--- config.mk ---
export PLATFORM = sky130hd
export DESIGN_NAME = owned_counting_semaphore_flat
export DESIGN_NICKNAME = d
export VERILOG_FILES = /design/src/sv/osem_pkg.sv /design/src/sv/osem_intf.sv /design/src/sv/owned_counting_semaphore.sv /design/src/sv/osem_cell.sv /design/src/sv/osem_queue.sv /design/src/flat_wrapper.sv
export SDC_FILE = /design/constraint.sdc
export NUM_CORES = 1
export LEC_CHECK = 0
export BUFFER_PORTS_ARGS = -buffer_cell sky130_fd_sc_hd__buf_2
export CORE_MARGIN = 2
export CORE_UTILIZATION = 55
export DETAILED_ROUTE_END_ITERATION = 6
export PLACE_DENSITY = 0.78
export SLEW_MARGIN = 25
export SYNTH_ARGS = -nofsm -noshare
export SYNTH_HDL_FRONTEND = slang
export SYNTH_SLANG_ARGS = --single-unit
--- constraint.sdc ---
create_clock -name clk_i -period 2.58 [get_ports clk_i]
set_input_delay 0.258 -clock clk_i [delete_from_list [all_inputs] [get_ports clk_i]]
set_output_delay 0.258 -clock clk_i [all_outputs]
set_load 0.1 [all_outputs]
--- src/sv/osem_pkg.sv ---
// shared constants, types and status codes of the owned counting semaphore
`default_nettype none
package osem_pkg;

  localparam int unsigned QueueDepth   = 16;
  localparam int unsigned TaskIdBits   = 8;
  localparam int unsigned TaskIdPortW  = 8;
  localparam int unsigned TidW         = (TaskIdBits < TaskIdPortW) ? TaskIdBits : TaskIdPortW;
  localparam int unsigned FillW        = $clog2(QueueDepth + 1);
  localparam logic [7:0]  CountMax     = 8'hFF;
  localparam logic [7:0]  InitCountRst = 8'd1;

  typedef logic [TidW-1:0]  tid_t;
  typedef logic [FillW-1:0] fill_t;

  typedef enum logic [2:0] {
    StGranted  = 3'd0,
    StIgnored  = 3'd1,
    StQueued   = 3'd2,
    StHanded   = 3'd3,
    StRaised   = 3'd4,
    StNotOwner = 3'd5,
    StFull     = 3'd6
  } status_e;

  typedef struct packed {
    logic push;
    logic pop;
    tid_t push_tid;
  } q_ctrl_t;

  typedef struct packed {
    fill_t fill;
    tid_t  head_tid;
  } q_stat_t;

endpackage
`default_nettype wire

--- src/sv/osem_intf.sv ---
// request, response and configuration channel interfaces
`default_nettype none
interface osem_req_if;
  logic       valid;
  logic       ready;
  logic       mode;
  logic [7:0] task_id;
  modport source (output valid, output mode, output task_id, input ready);
  modport sink (input valid, input mode, input task_id, output ready);
endinterface

interface osem_rsp_if;
  logic       valid;
  logic       ready;
  logic [2:0] status;
  logic       wake_valid;
  logic [7:0] wake_task;
  logic [7:0] count_now;
  logic [4:0] waiting_now;
  modport source (output valid, output status, output wake_valid, output wake_task,
                  output count_now, output waiting_now, input ready);
  modport sink (input valid, input status, input wake_valid, input wake_task,
                input count_now, input waiting_now, output ready);
endinterface

interface osem_cfg_if;
  logic       valid;
  logic       ready;
  logic [7:0] initial_count;
  modport source (output valid, output initial_count, input ready);
  modport sink (input valid, input initial_count, output ready);
endinterface
`default_nettype wire

--- src/sv/owned_counting_semaphore.sv ---
// owned counting semaphore with a fifo wait queue built from a chain of cells
// a request's result is registered and shows in the cycle after its transfer
// throughput: one request per cycle; the next request is taken while the result waits,
//   as long as the response register is free or being drained in the same cycle
// reset: count = 1, no owner, queue empty; queue cells themselves are not cleared
// a configuration transfer reloads the free unit count, owner and queue stay
`default_nettype none
module owned_counting_semaphore (
  input  wire          clk_i,
  input  wire          rst_ni,
  osem_cfg_if.sink     cfg_i,
  osem_req_if.sink     req_i,
  osem_rsp_if.source   rsp_o
);
  import osem_pkg::*;

  // semaphore state
  logic [7:0] free_units_q, free_units_d;
  tid_t       owner_tid_q, owner_tid_d;
  logic       owner_valid_q, owner_valid_d;

  // response register
  logic       rsp_valid_q;
  status_e    status_q, status_d;
  logic       wake_valid_q, wake_valid_d;
  logic [7:0] wake_task_q, wake_task_d;
  logic [7:0] count_q;
  logic [4:0] waiting_q, waiting_d;

  q_ctrl_t q_ctrl;
  q_stat_t q_stat;

  logic  req_xfer;
  tid_t  tid;
  logic  is_owner;
  logic  q_empty;
  logic  q_full;
  fill_t fill_after;

  // a new request moves in whenever the response slot is free or drains now
  assign req_i.ready = !rsp_valid_q || rsp_o.ready;
  assign req_xfer    = req_i.valid && req_i.ready;
  assign cfg_i.ready = 1'b1;

  // only the low TidW task id bits take part; with the package values that is all eight
  assign tid      = req_i.task_id[TidW-1:0];
  assign is_owner = owner_valid_q && (owner_tid_q == tid);
  assign q_empty  = (q_stat.fill == '0);
  assign q_full   = (q_stat.fill == FillW'(QueueDepth));

  always_comb begin
    free_units_d    = free_units_q;
    owner_tid_d     = owner_tid_q;
    owner_valid_d   = owner_valid_q;
    status_d        = StNotOwner;
    wake_valid_d    = 1'b0;
    wake_task_d     = '0;
    q_ctrl.push     = 1'b0;
    q_ctrl.pop      = 1'b0;
    q_ctrl.push_tid = tid;

    if (!req_i.mode) begin
      // down request
      if (is_owner) begin
        status_d = StIgnored;
      end else if (free_units_q != '0) begin
        free_units_d  = free_units_q - 8'd1;
        owner_tid_d   = tid;
        owner_valid_d = 1'b1;
        status_d      = StGranted;
      end else if (!q_full) begin
        q_ctrl.push = req_xfer;
        status_d    = StQueued;
      end else begin
        status_d = StFull;
      end
    end else begin
      // up request
      if (!is_owner) begin
        status_d = StNotOwner;
      end else if (q_empty) begin
        // count saturates, ownership is released either way
        if (free_units_q != CountMax) begin
          free_units_d = free_units_q + 8'd1;
        end
        owner_valid_d = 1'b0;
        owner_tid_d   = '0;
        status_d      = StRaised;
      end else begin
        // oldest waiter sits in the head cell and takes over ownership
        q_ctrl.pop    = req_xfer;
        wake_valid_d  = 1'b1;
        wake_task_d   = 8'(q_stat.head_tid);
        owner_tid_d   = q_stat.head_tid;
        owner_valid_d = 1'b1;
        status_d      = StHanded;
      end
    end
  end

  // queue occupancy as the response reports it
  always_comb begin
    fill_after = q_stat.fill;
    if (q_ctrl.push) begin
      fill_after = q_stat.fill + FillW'(1);
    end else if (q_ctrl.pop) begin
      fill_after = q_stat.fill - FillW'(1);
    end
    waiting_d = 5'(fill_after);
  end

  osem_queue u_queue (
    .clk_i  (clk_i),
    .rst_ni (rst_ni),
    .ctrl_i (q_ctrl),
    .stat_o (q_stat)
  );

  // semaphore state; the user must send configuration only while idle, the block itself does not enforce this
  always_ff @(posedge clk_i or negedge rst_ni) begin
    if (!rst_ni) begin
      free_units_q  <= InitCountRst;
      owner_tid_q   <= '0;
      owner_valid_q <= 1'b0;
    end else if (cfg_i.valid) begin
      free_units_q <= cfg_i.initial_count;
    end else if (req_xfer) begin
      free_units_q  <= free_units_d;
      owner_tid_q   <= owner_tid_d;
      owner_valid_q <= owner_valid_d;
    end
  end

  // response valid flag
  always_ff @(posedge clk_i or negedge rst_ni) begin
    if (!rst_ni) begin
      rsp_valid_q <= 1'b0;
    end else if (req_xfer) begin
      rsp_valid_q <= 1'b1;
    end else if (rsp_o.ready) begin
      rsp_valid_q <= 1'b0;
    end
  end

  // response payload, loaded with each request transfer
  always_ff @(posedge clk_i) begin
    if (req_xfer) begin
      status_q     <= status_d;
      wake_valid_q <= wake_valid_d;
      wake_task_q  <= wake_task_d;
      count_q      <= free_units_d;
      waiting_q    <= waiting_d;
    end
  end

  assign rsp_o.valid       = rsp_valid_q;
  assign rsp_o.status      = status_q;
  assign rsp_o.wake_valid  = wake_valid_q;
  assign rsp_o.wake_task   = wake_task_q;
  assign rsp_o.count_now   = count_q;
  assign rsp_o.waiting_now = waiting_q;
endmodule
`default_nettype wire

--- src/sv/osem_cell.sv ---
// one wait queue slot: loads a new task id or takes its neighbor's id on dequeue
`default_nettype none
module osem_cell (
  input  wire                 clk_i,
  input  wire                 load_i,
  input  wire                 shift_i,
  input  osem_pkg::tid_t      new_tid_i,
  input  osem_pkg::tid_t      nbr_tid_i,
  output osem_pkg::tid_t      tid_o
);
  import osem_pkg::*;

  tid_t tid_q;

  always_ff @(posedge clk_i) begin
    if (load_i) begin
      tid_q <= new_tid_i;
    end else if (shift_i) begin
      tid_q <= nbr_tid_i;
    end
  end

  assign tid_o = tid_q;
endmodule
`default_nettype wire

--- src/sv/osem_queue.sv ---
// wait queue as a chain of cells, head in cell zero, fill count kept here
`default_nettype none
module osem_queue (
  input  wire                 clk_i,
  input  wire                 rst_ni,
  input  osem_pkg::q_ctrl_t   ctrl_i,
  output osem_pkg::q_stat_t   stat_o
);
  import osem_pkg::*;

  fill_t fill_q, fill_d;
  tid_t  cell_tid [QueueDepth];

  for (genvar k = 0; k < QueueDepth; k++) begin : g_cell
    tid_t nbr_tid;
    logic load;
    // last cell has no upper neighbor, its content is dead after a dequeue
    if (k == QueueDepth - 1) begin : g_last
      assign nbr_tid = cell_tid[k];
    end else begin : g_mid
      assign nbr_tid = cell_tid[k+1];
    end
    assign load = ctrl_i.push && (fill_q == FillW'(k));

    osem_cell u_cell (
      .clk_i     (clk_i),
      .load_i    (load),
      .shift_i   (ctrl_i.pop),
      .new_tid_i (ctrl_i.push_tid),
      .nbr_tid_i (nbr_tid),
      .tid_o     (cell_tid[k])
    );
  end

  always_comb begin
    fill_d = fill_q;
    if (ctrl_i.push) begin
      fill_d = fill_q + FillW'(1);
    end else if (ctrl_i.pop) begin
      fill_d = fill_q - FillW'(1);
    end
  end

  always_ff @(posedge clk_i or negedge rst_ni) begin
    if (!rst_ni) begin
      fill_q <= '0;
    end else begin
      fill_q <= fill_d;
    end
  end

  assign stat_o.fill     = fill_q;
  assign stat_o.head_tid = cell_tid[0];
endmodule
`default_nettype wire
--- src/flat_wrapper.sv ---
// flat-port wrapper written by rule: the top's interface ports become plain ports
module owned_counting_semaphore_flat import osem_pkg::*;
  (clk_i, rst_ni, cfg_i_valid, cfg_i_initial_count, cfg_i_ready, req_i_valid, req_i_mode, req_i_task_id, req_i_ready, rsp_o_valid, rsp_o_status, rsp_o_wake_valid, rsp_o_wake_task, rsp_o_count_now, rsp_o_waiting_now, rsp_o_ready);
  osem_cfg_if cfg_i_i ();
  osem_req_if req_i_i ();
  osem_rsp_if rsp_o_i ();
  input  wire clk_i;
  input  wire rst_ni;
  input wire logic [$bits(cfg_i_i.valid)-1:0] cfg_i_valid;
  input wire logic [$bits(cfg_i_i.initial_count)-1:0] cfg_i_initial_count;
  output wire logic [$bits(cfg_i_i.ready)-1:0] cfg_i_ready;
  input wire logic [$bits(req_i_i.valid)-1:0] req_i_valid;
  input wire logic [$bits(req_i_i.mode)-1:0] req_i_mode;
  input wire logic [$bits(req_i_i.task_id)-1:0] req_i_task_id;
  output wire logic [$bits(req_i_i.ready)-1:0] req_i_ready;
  output wire logic [$bits(rsp_o_i.valid)-1:0] rsp_o_valid;
  output wire logic [$bits(rsp_o_i.status)-1:0] rsp_o_status;
  output wire logic [$bits(rsp_o_i.wake_valid)-1:0] rsp_o_wake_valid;
  output wire logic [$bits(rsp_o_i.wake_task)-1:0] rsp_o_wake_task;
  output wire logic [$bits(rsp_o_i.count_now)-1:0] rsp_o_count_now;
  output wire logic [$bits(rsp_o_i.waiting_now)-1:0] rsp_o_waiting_now;
  input wire logic [$bits(rsp_o_i.ready)-1:0] rsp_o_ready;
  assign cfg_i_i.valid = cfg_i_valid;
  assign cfg_i_i.initial_count = cfg_i_initial_count;
  assign cfg_i_ready = cfg_i_i.ready;
  assign req_i_i.valid = req_i_valid;
  assign req_i_i.mode = req_i_mode;
  assign req_i_i.task_id = req_i_task_id;
  assign req_i_ready = req_i_i.ready;
  assign rsp_o_valid = rsp_o_i.valid;
  assign rsp_o_status = rsp_o_i.status;
  assign rsp_o_wake_valid = rsp_o_i.wake_valid;
  assign rsp_o_wake_task = rsp_o_i.wake_task;
  assign rsp_o_count_now = rsp_o_i.count_now;
  assign rsp_o_waiting_now = rsp_o_i.waiting_now;
  assign rsp_o_i.ready = rsp_o_ready;
  owned_counting_semaphore u_core (.clk_i(clk_i), .rst_ni(rst_ni), .cfg_i(cfg_i_i), .req_i(req_i_i), .rsp_o(rsp_o_i));
endmodule
==> impl_metrics.ini, run 1 <==
[yosys]
yosys_warnings = 0
synth_edf_count = 153
synth_top_area_cell = edfxtp_1
syn_nets = 630
synth.avg_cell_area_um2 = 14.00
netlist_instances = 599
synth-seq-area-share = 0.6169
synth_cell_type_count = 60
async_flop_share = 0.1307
synth.ff_latch_count = 176
synth_top_area_frac = 0.5481
synthFlopType = edfxtp_1
yosys-top-cells-area = edfxtp_1, mux2_2, dfrtp_1
netlist_area_mm2 = 0.008383

[sta]
relSlewSlack = 0.6009
tightest_slew_ps = 583.5
finalSetupViolations = 0
fmax_ghz = 0.4010
fin_crit_ps = 2494
hold_viol = 0
tns_ps = 0
fin_crit_sh = 0.9665
fin_worst_skew_ps = 11.73
maxSlewViolCount = 0

[clocking]
cts_buffers = 17
clockRootBuffer = clkbuf_16
clock-sinks = 176
htreeDepth = 4
cts_tree = yes
clkSlewWorstSetupHoldPaths_ps = 70
insertion_delay_ps = 430
clock_path_buffers = 2

[route]
ant_nets = 0
wirelength_mm = 17.33
dr.pass1.iters = 5
vias_per_cell = 6.039
drt_iter0_drc = 487
dr_total_vias = 5218
route.detailed.drc = 0
detail_route.wl_per_cell_um = 20.06

[grt]
grt_usage = 0.2248
gr-total-overflow = 0
grt_max_degree = 37
antenna_found_initial = 0
grt_pass1_wl_mm = 28.23
grt_pass1_vias = 5236

[placement]
dp_hpwl_mm = 11.75
placed_cells = 828
numPortBuffers = 48
gp_congestion = 0.9183

[final_layout]
layout_commonest_cell = edfxtp_1
area_growth_pct = 14.82
layout.cells.non_filler = 864
antenna_cells = 0
final_nets = 694
mostFrequentLayoutCells = edfxtp_1, mux2_2, buf_2
drive_above_1_share = 0.4172

[die]
boundaryPins = 50
die_h_um = 127.5
die_area_mm2 = 0.01625
rows = 45
core_region_area_mm2 = 0.01503
die_w_um = 127.5
start_util = 0.5576

[setup_path]
crit_arrival_ps = 2610
crit_fanout = 8
crit_path_end_kind = flop
cp-start-kind = flop
required_ps = 2690
rr_worst_depth = 8
crit_type = flop to flop

[min_path]
worstHoldPathCells = 3
hold_class = input pin to flop

[outcome]
status = finished, final reports clean

[pwr]
p_leak_nw = 3.533
powerDensity_mw_per_mm2 = 664.4
ir_drop_mv = 0.5020

[flow_run]
drv_cap = 0
-- cells in the mapped netlist, drive strengths merged, types with 4 or more instances --
library cell	instances
and3	11
a21oi	6
a21o	5
nor3b	4
nand2	41
a31oi	4
edfxtp	153
o2bb2ai	9
dfrtp	22
buf	13
inv	11
nand3	21
nand2b	5
nand4	6
nor3	13
mux2i	4
nor4	4
mux2	128
or3	4
xnor2	13
o21ai	9
and2	11
clkbuf	28
ha	9
nor2	26
-- cell families (layout without fill, tap and decap cells) --
logic type,Yosys count,after routing,share of synthesized area
AOI/OAI and AO/OA,58,58,0.05135
muxes,132,132,0.1767
xor gates and xnor gates,13,13,0.01358
DFF,176,176,0.6169
adders and majority gates,9,9,0.01343
and+or+nand+nor,158,158,0.1015
buffers and inverters,52,129,0.02612
other,1,1,0.0004473
-- state kept, by name, summed over array words and instances, names as in the netlist --
| signal | flops |
|---|---|
| u_core.rsp_o.status | 3 |
| u_core.u_queue.fill_q | 5 |
| u_core.rsp_o.valid | 1 |
| u_core.rsp_o.count_now | 8 |
| u_core.u_queue.g_cell.u_cell.tid_o | 128 |
| u_core.owner_valid_q | 1 |
| u_core.rsp_o.wake_task | 8 |
| u_core.rsp_o.waiting_now | 5 |
| u_core.owner_tid_q | 8 |
| u_core.rsp_o.wake_valid | 1 |
| u_core.free_units_q | 8 |
-- stage by stage --
| stage | area, um2 | hold slack [ps] | power [W] | setup WS (ps) | util |
|---|---|---|---|---|---|
| 6_report | 9625 | 38.27 | 0.006396 | 86.45 | 0.6403 |
| 3_3_place_gp | 9009 | 279.9 | 0.004029 | 124.1 | 0.5993 |
| 5_1_grt | 9625 | 45.27 | 0.006603 | -9.216 | 0.6403 |
| 2_1_floorplan | 8442 | -37.59 | 0.003836 | -59.61 | - |
| 3_5_place_dp | 9009 | 282.6 | 0.004051 | 40.36 | 0.5993 |
| 4_1_cts | 9557 | 33.37 | 0.006391 | 20.70 | 0.6357 |
-- critical path, stage by stage (launching register included) --
cell and delay [ps]:
dfrtp_1 390, inv_2 90, ha_1 160, or4b_4 470, buf_4 180, and4_1 240
nand4_1 190, buf_4 220, nand2_1 240
-- final cells by class --
cell class	count	area (um2)
well taps	188	235.2
flip-flops and latches	176	5172
multi-input cells	371	3098
inverters	11	41.29
clock inverters	14	108.9
fillers	1071	5408
repair buffers	86	540.5
clock buffers	18	429.2
-- per-layer routing --
| layer | vias to the layer above | GRT usage | routed length [um] |
|---|---|---|---|
| li1 | 2404 | - | - |
| met2 | 192 | 0.3633 | 8319 |
| met3 | 28 | 0.05151 | 1114 |
| met1 | 2594 | 0.3037 | 7601 |
| met5 | - | 0 | 0 |
| met4 | 0 | 0.07434 | 296 |
-- path summary, 6_finish.rpt --
check / start / endpoint / slack (ps)
min in group asynchronous: rst_ni / u_core.rsp_o.valid / 360
worst max-delay path: u_core.u_queue.fill_q[0] / u_core.u_queue.g_cell[8].u_cell.tid_o[3] / 90
worst min register to register: u_core.u_queue.g_cell[1].u_cell.tid_o[3] / u_core.u_queue.g_cell[0].u_cell.tid_o[3] / 530
worst max register to register: u_core.u_queue.fill_q[0] / u_core.u_queue.g_cell[8].u_cell.tid_o[3] / 90
max in group asynchronous: rst_ni / u_core.rsp_o.valid / 1800
worst min-delay path: cfg_i_initial_count[6] / u_core.free_units_q[6] / 40
-- timing repair --
item | in CTS | in global routing
endpoints found under the setup margin | 0 | 122
hold buffers | 1 | 0
resized for setup | 0 | 12
buffers inserted | 0 | 3
hold endpoints to repair | 22 | 0
-- where the power goes --
part	leakage [nW]	internal (W)	switching, W
clock network	0.252	0.00125	0.00113
logic	1.63	0.000248	0.000558
registers	1.66	0.00316	0.0000566
total	3.53	0.00465	0.00174
Power figures use the tool's default switching activity.
==> inputs of run 2 (changes only) <==
Settings changed: CORE_UTILIZATION 55 to 61, HOLD_SLACK_MARGIN set to 0.03, PLACE_DENSITY 0.78 to 0.82.
Clock period 2.58 ns to 2.5 ns, I/O delays scaled along.
==> run 2 against run 1 <==
  * The run now ends with setup timing left
  * Clock-buffer cell count rose by 1
  * Flip-flop and latch count did not move
  * First-iteration DRC count fell by 12%
  * Critical path type unchanged
  * Sequential share of layout area fell by 0.32 points
  * Cell count fell by 0.69%
==> impl_metrics.ini, run 2 (synthesized netlist as in run 1, its figures left out) <==
[die]
core_region_area_mm2 = 0.01335
boundaryPins = 50
rows = 42
die_w_um = 121.2
die_area_mm2 = 0.01470
start_util = 0.6280
die_h_um = 121.2

[pwr]
power.internal_w = 0.004795
power.switching_w = 0.001739
power.share.clock = 0.362
p_leak_nw = 3.564
power_frac_comb = 0.130
ir_drop_mv = 0.4633
seqPwrFrac = 0.508
powerDensity_mw_per_mm2 = 674.8
swShare = 0.2662

[sta]
tns_ps = -15.01
fin_crit_ps = 2515
fin_crit_sh = 1.006
relSlewSlack = 0.5501
whs_ps = 78.07
fin_ws_ps = -15.01
fmax_ghz = 0.3976
tightest_slew_ps = 665.5
fin_worst_skew_ps = 7.986
hold_viol = 0
maxSlewViolCount = 0
finalSetupViolations = 1

[final_layout]
drive_above_1_share = 0.4252
largest_reg_flops = 128
antenna_cells = 0
layout.cells.non_filler = 858
final_nets = 700
fin_util = 0.7254
layout_commonest_cell = edfxtp_1
area_growth_pct = 15.51
mostFrequentLayoutCells = edfxtp_1, mux2_2, buf_2

[clocking]
clockRootBuffer = clkbuf_16
clkSlewWorstSetupHoldPaths_ps = 60
clock-sinks = 176
htreeDepth = 4
cts_tree = yes
clock_path_buffers = 2
cts_buffers = 17
insertion_delay_ps = 420

[setup_path]
rrSetupSlack_ps = -20
required_ps = 2670
path_cells = inv_2 -> ha_2 -> or4b_4 -> buf_4 -> or4_4 -> nor2_4 -> mux2i_2 -> nor2b_1 -> nor2_1
crit_slowest_cell = or4_4
crit_type = flop to flop
crit_arrival_ps = 2690
crit_path_end_kind = flop
cp-start-kind = flop
crit_fanout = 7
critPathMaxStageDelay_ps = 570

[placement]
pre_cts_ws_ps = 19.96
gp_congestion = 0.9029
numPortBuffers = 48
dp_hpwl_mm = 11.82
placed_cells = 821

[grt]
grt_max_degree = 37
gr-total-overflow = 0
grt_use_met2 = 0.4143
antenna_found_initial = 0
use_met1 = 0.3115
grt_usage = 0.2503
grt.busiest_layer = met2
met3_usage = 0.06297
grt_pass1_vias = 5427
grt_pass1_wl_mm = 27.89

[outcome]
violations = setup timing
status = complete, but fails checks

[min_path]
hold_class = input pin to flop

[route]
vias_per_cell = 6.155
drt_iter0_drc = 428
dr_total_vias = 5281
ant_nets = 0
route.detailed.drc = 0
wirelength_mm = 17.52
dr.pass1.iters = 5
detail_route.wl_per_cell_um = 20.42

[flow_run]
drv_cap = 0
## run 2: cell count changes in the layout (fill, tap and decap cells not counted), moves of 2 or more
cell / before / now
clkinv_2: 1 / 5
buf_4: 36 / 39
nand2_1: 32 / 29
nand2_2: 9 / 12
clkinvlp_4: 4 / 2
dlygate4sd3_1: 1 / 3
nand3_1: 8 / 10
nand3_2: 13 / 11
nor4_2: 0 / 2
## run 2: worst max-delay path, delay by kind of cell, from the launching register on
kind,cells,cell delay (ps)
adder cells (fa/ha/maj),1,170
buffers and inverters,2,250
flip-flops,1,390
multiplexers,1,110
AND/OR/NAND/NOR,5,1370
## run 2: timing repair
action / CTS / global route
resized for setup: 0 / 14
hold endpoints to repair: 24 / 0
hold buffers: 3 / 0
setup endpoints to repair: 0 / 53
buffers inserted: 0 / 2
## run 2: metrics by stage
| step | instance area [um2] | total power, W |
|---|---|---|
| finish | 9683 | 0.006534 |
| global placement | 9057 | 0.004165 |
| detailed placement | 9057 | 0.004194 |
| CTS | 9610 | 0.006539 |
| global route | 9683 | 0.006730 |
| floorplan | 8457 | 0.003961 |
## run 2: layer usage
layer / share of wire / up-vias
met1: 0.41 / 2607
li1: - / 2413
met4: 0.035 / 0
met3: 0.067 / 50
met2: 0.49 / 211
met5: 0 / -
## run 2: power by group through the flow
stage	registers [W]	clock network, W	logic (W)
floorplan	0.00358	0	0.000381
global placement	0.00337	0	0.000793
global route	0.00333	0.00251	0.000898
CTS	0.00332	0.00240	0.000825
detailed placement	0.00338	0	0.000816
finish	0.00332	0.00237	0.000848
## run 2: cell type report
class                           count  area, um2
Sequential cell                   176       5172
Inverter                           11      41.29
Clock inverter                     13      90.09
Multi-Input combinational cell    371       3123
Clock buffer                       19      432.9
Fill cell                         860       3665
Tap cell                          176      220.2
Timing Repair Buffer               92      603.1
## run 2: worst paths after layout
path,end,from,depth (start not counted)
worst max-delay path,u_core.rsp_o.count_now[6],u_core.u_queue.fill_q[0],9
worst min-delay path,u_core.rsp_o.valid,req_i_valid,2
worst max register to register,u_core.rsp_o.count_now[6],u_core.u_queue.fill_q[0],9
worst min register to register,u_core.owner_tid_q[0],u_core.owner_tid_q[0],1
max in group asynchronous,u_core.rsp_o.valid,rst_ni,2
min in group asynchronous,u_core.free_units_q[3],rst_ni,2
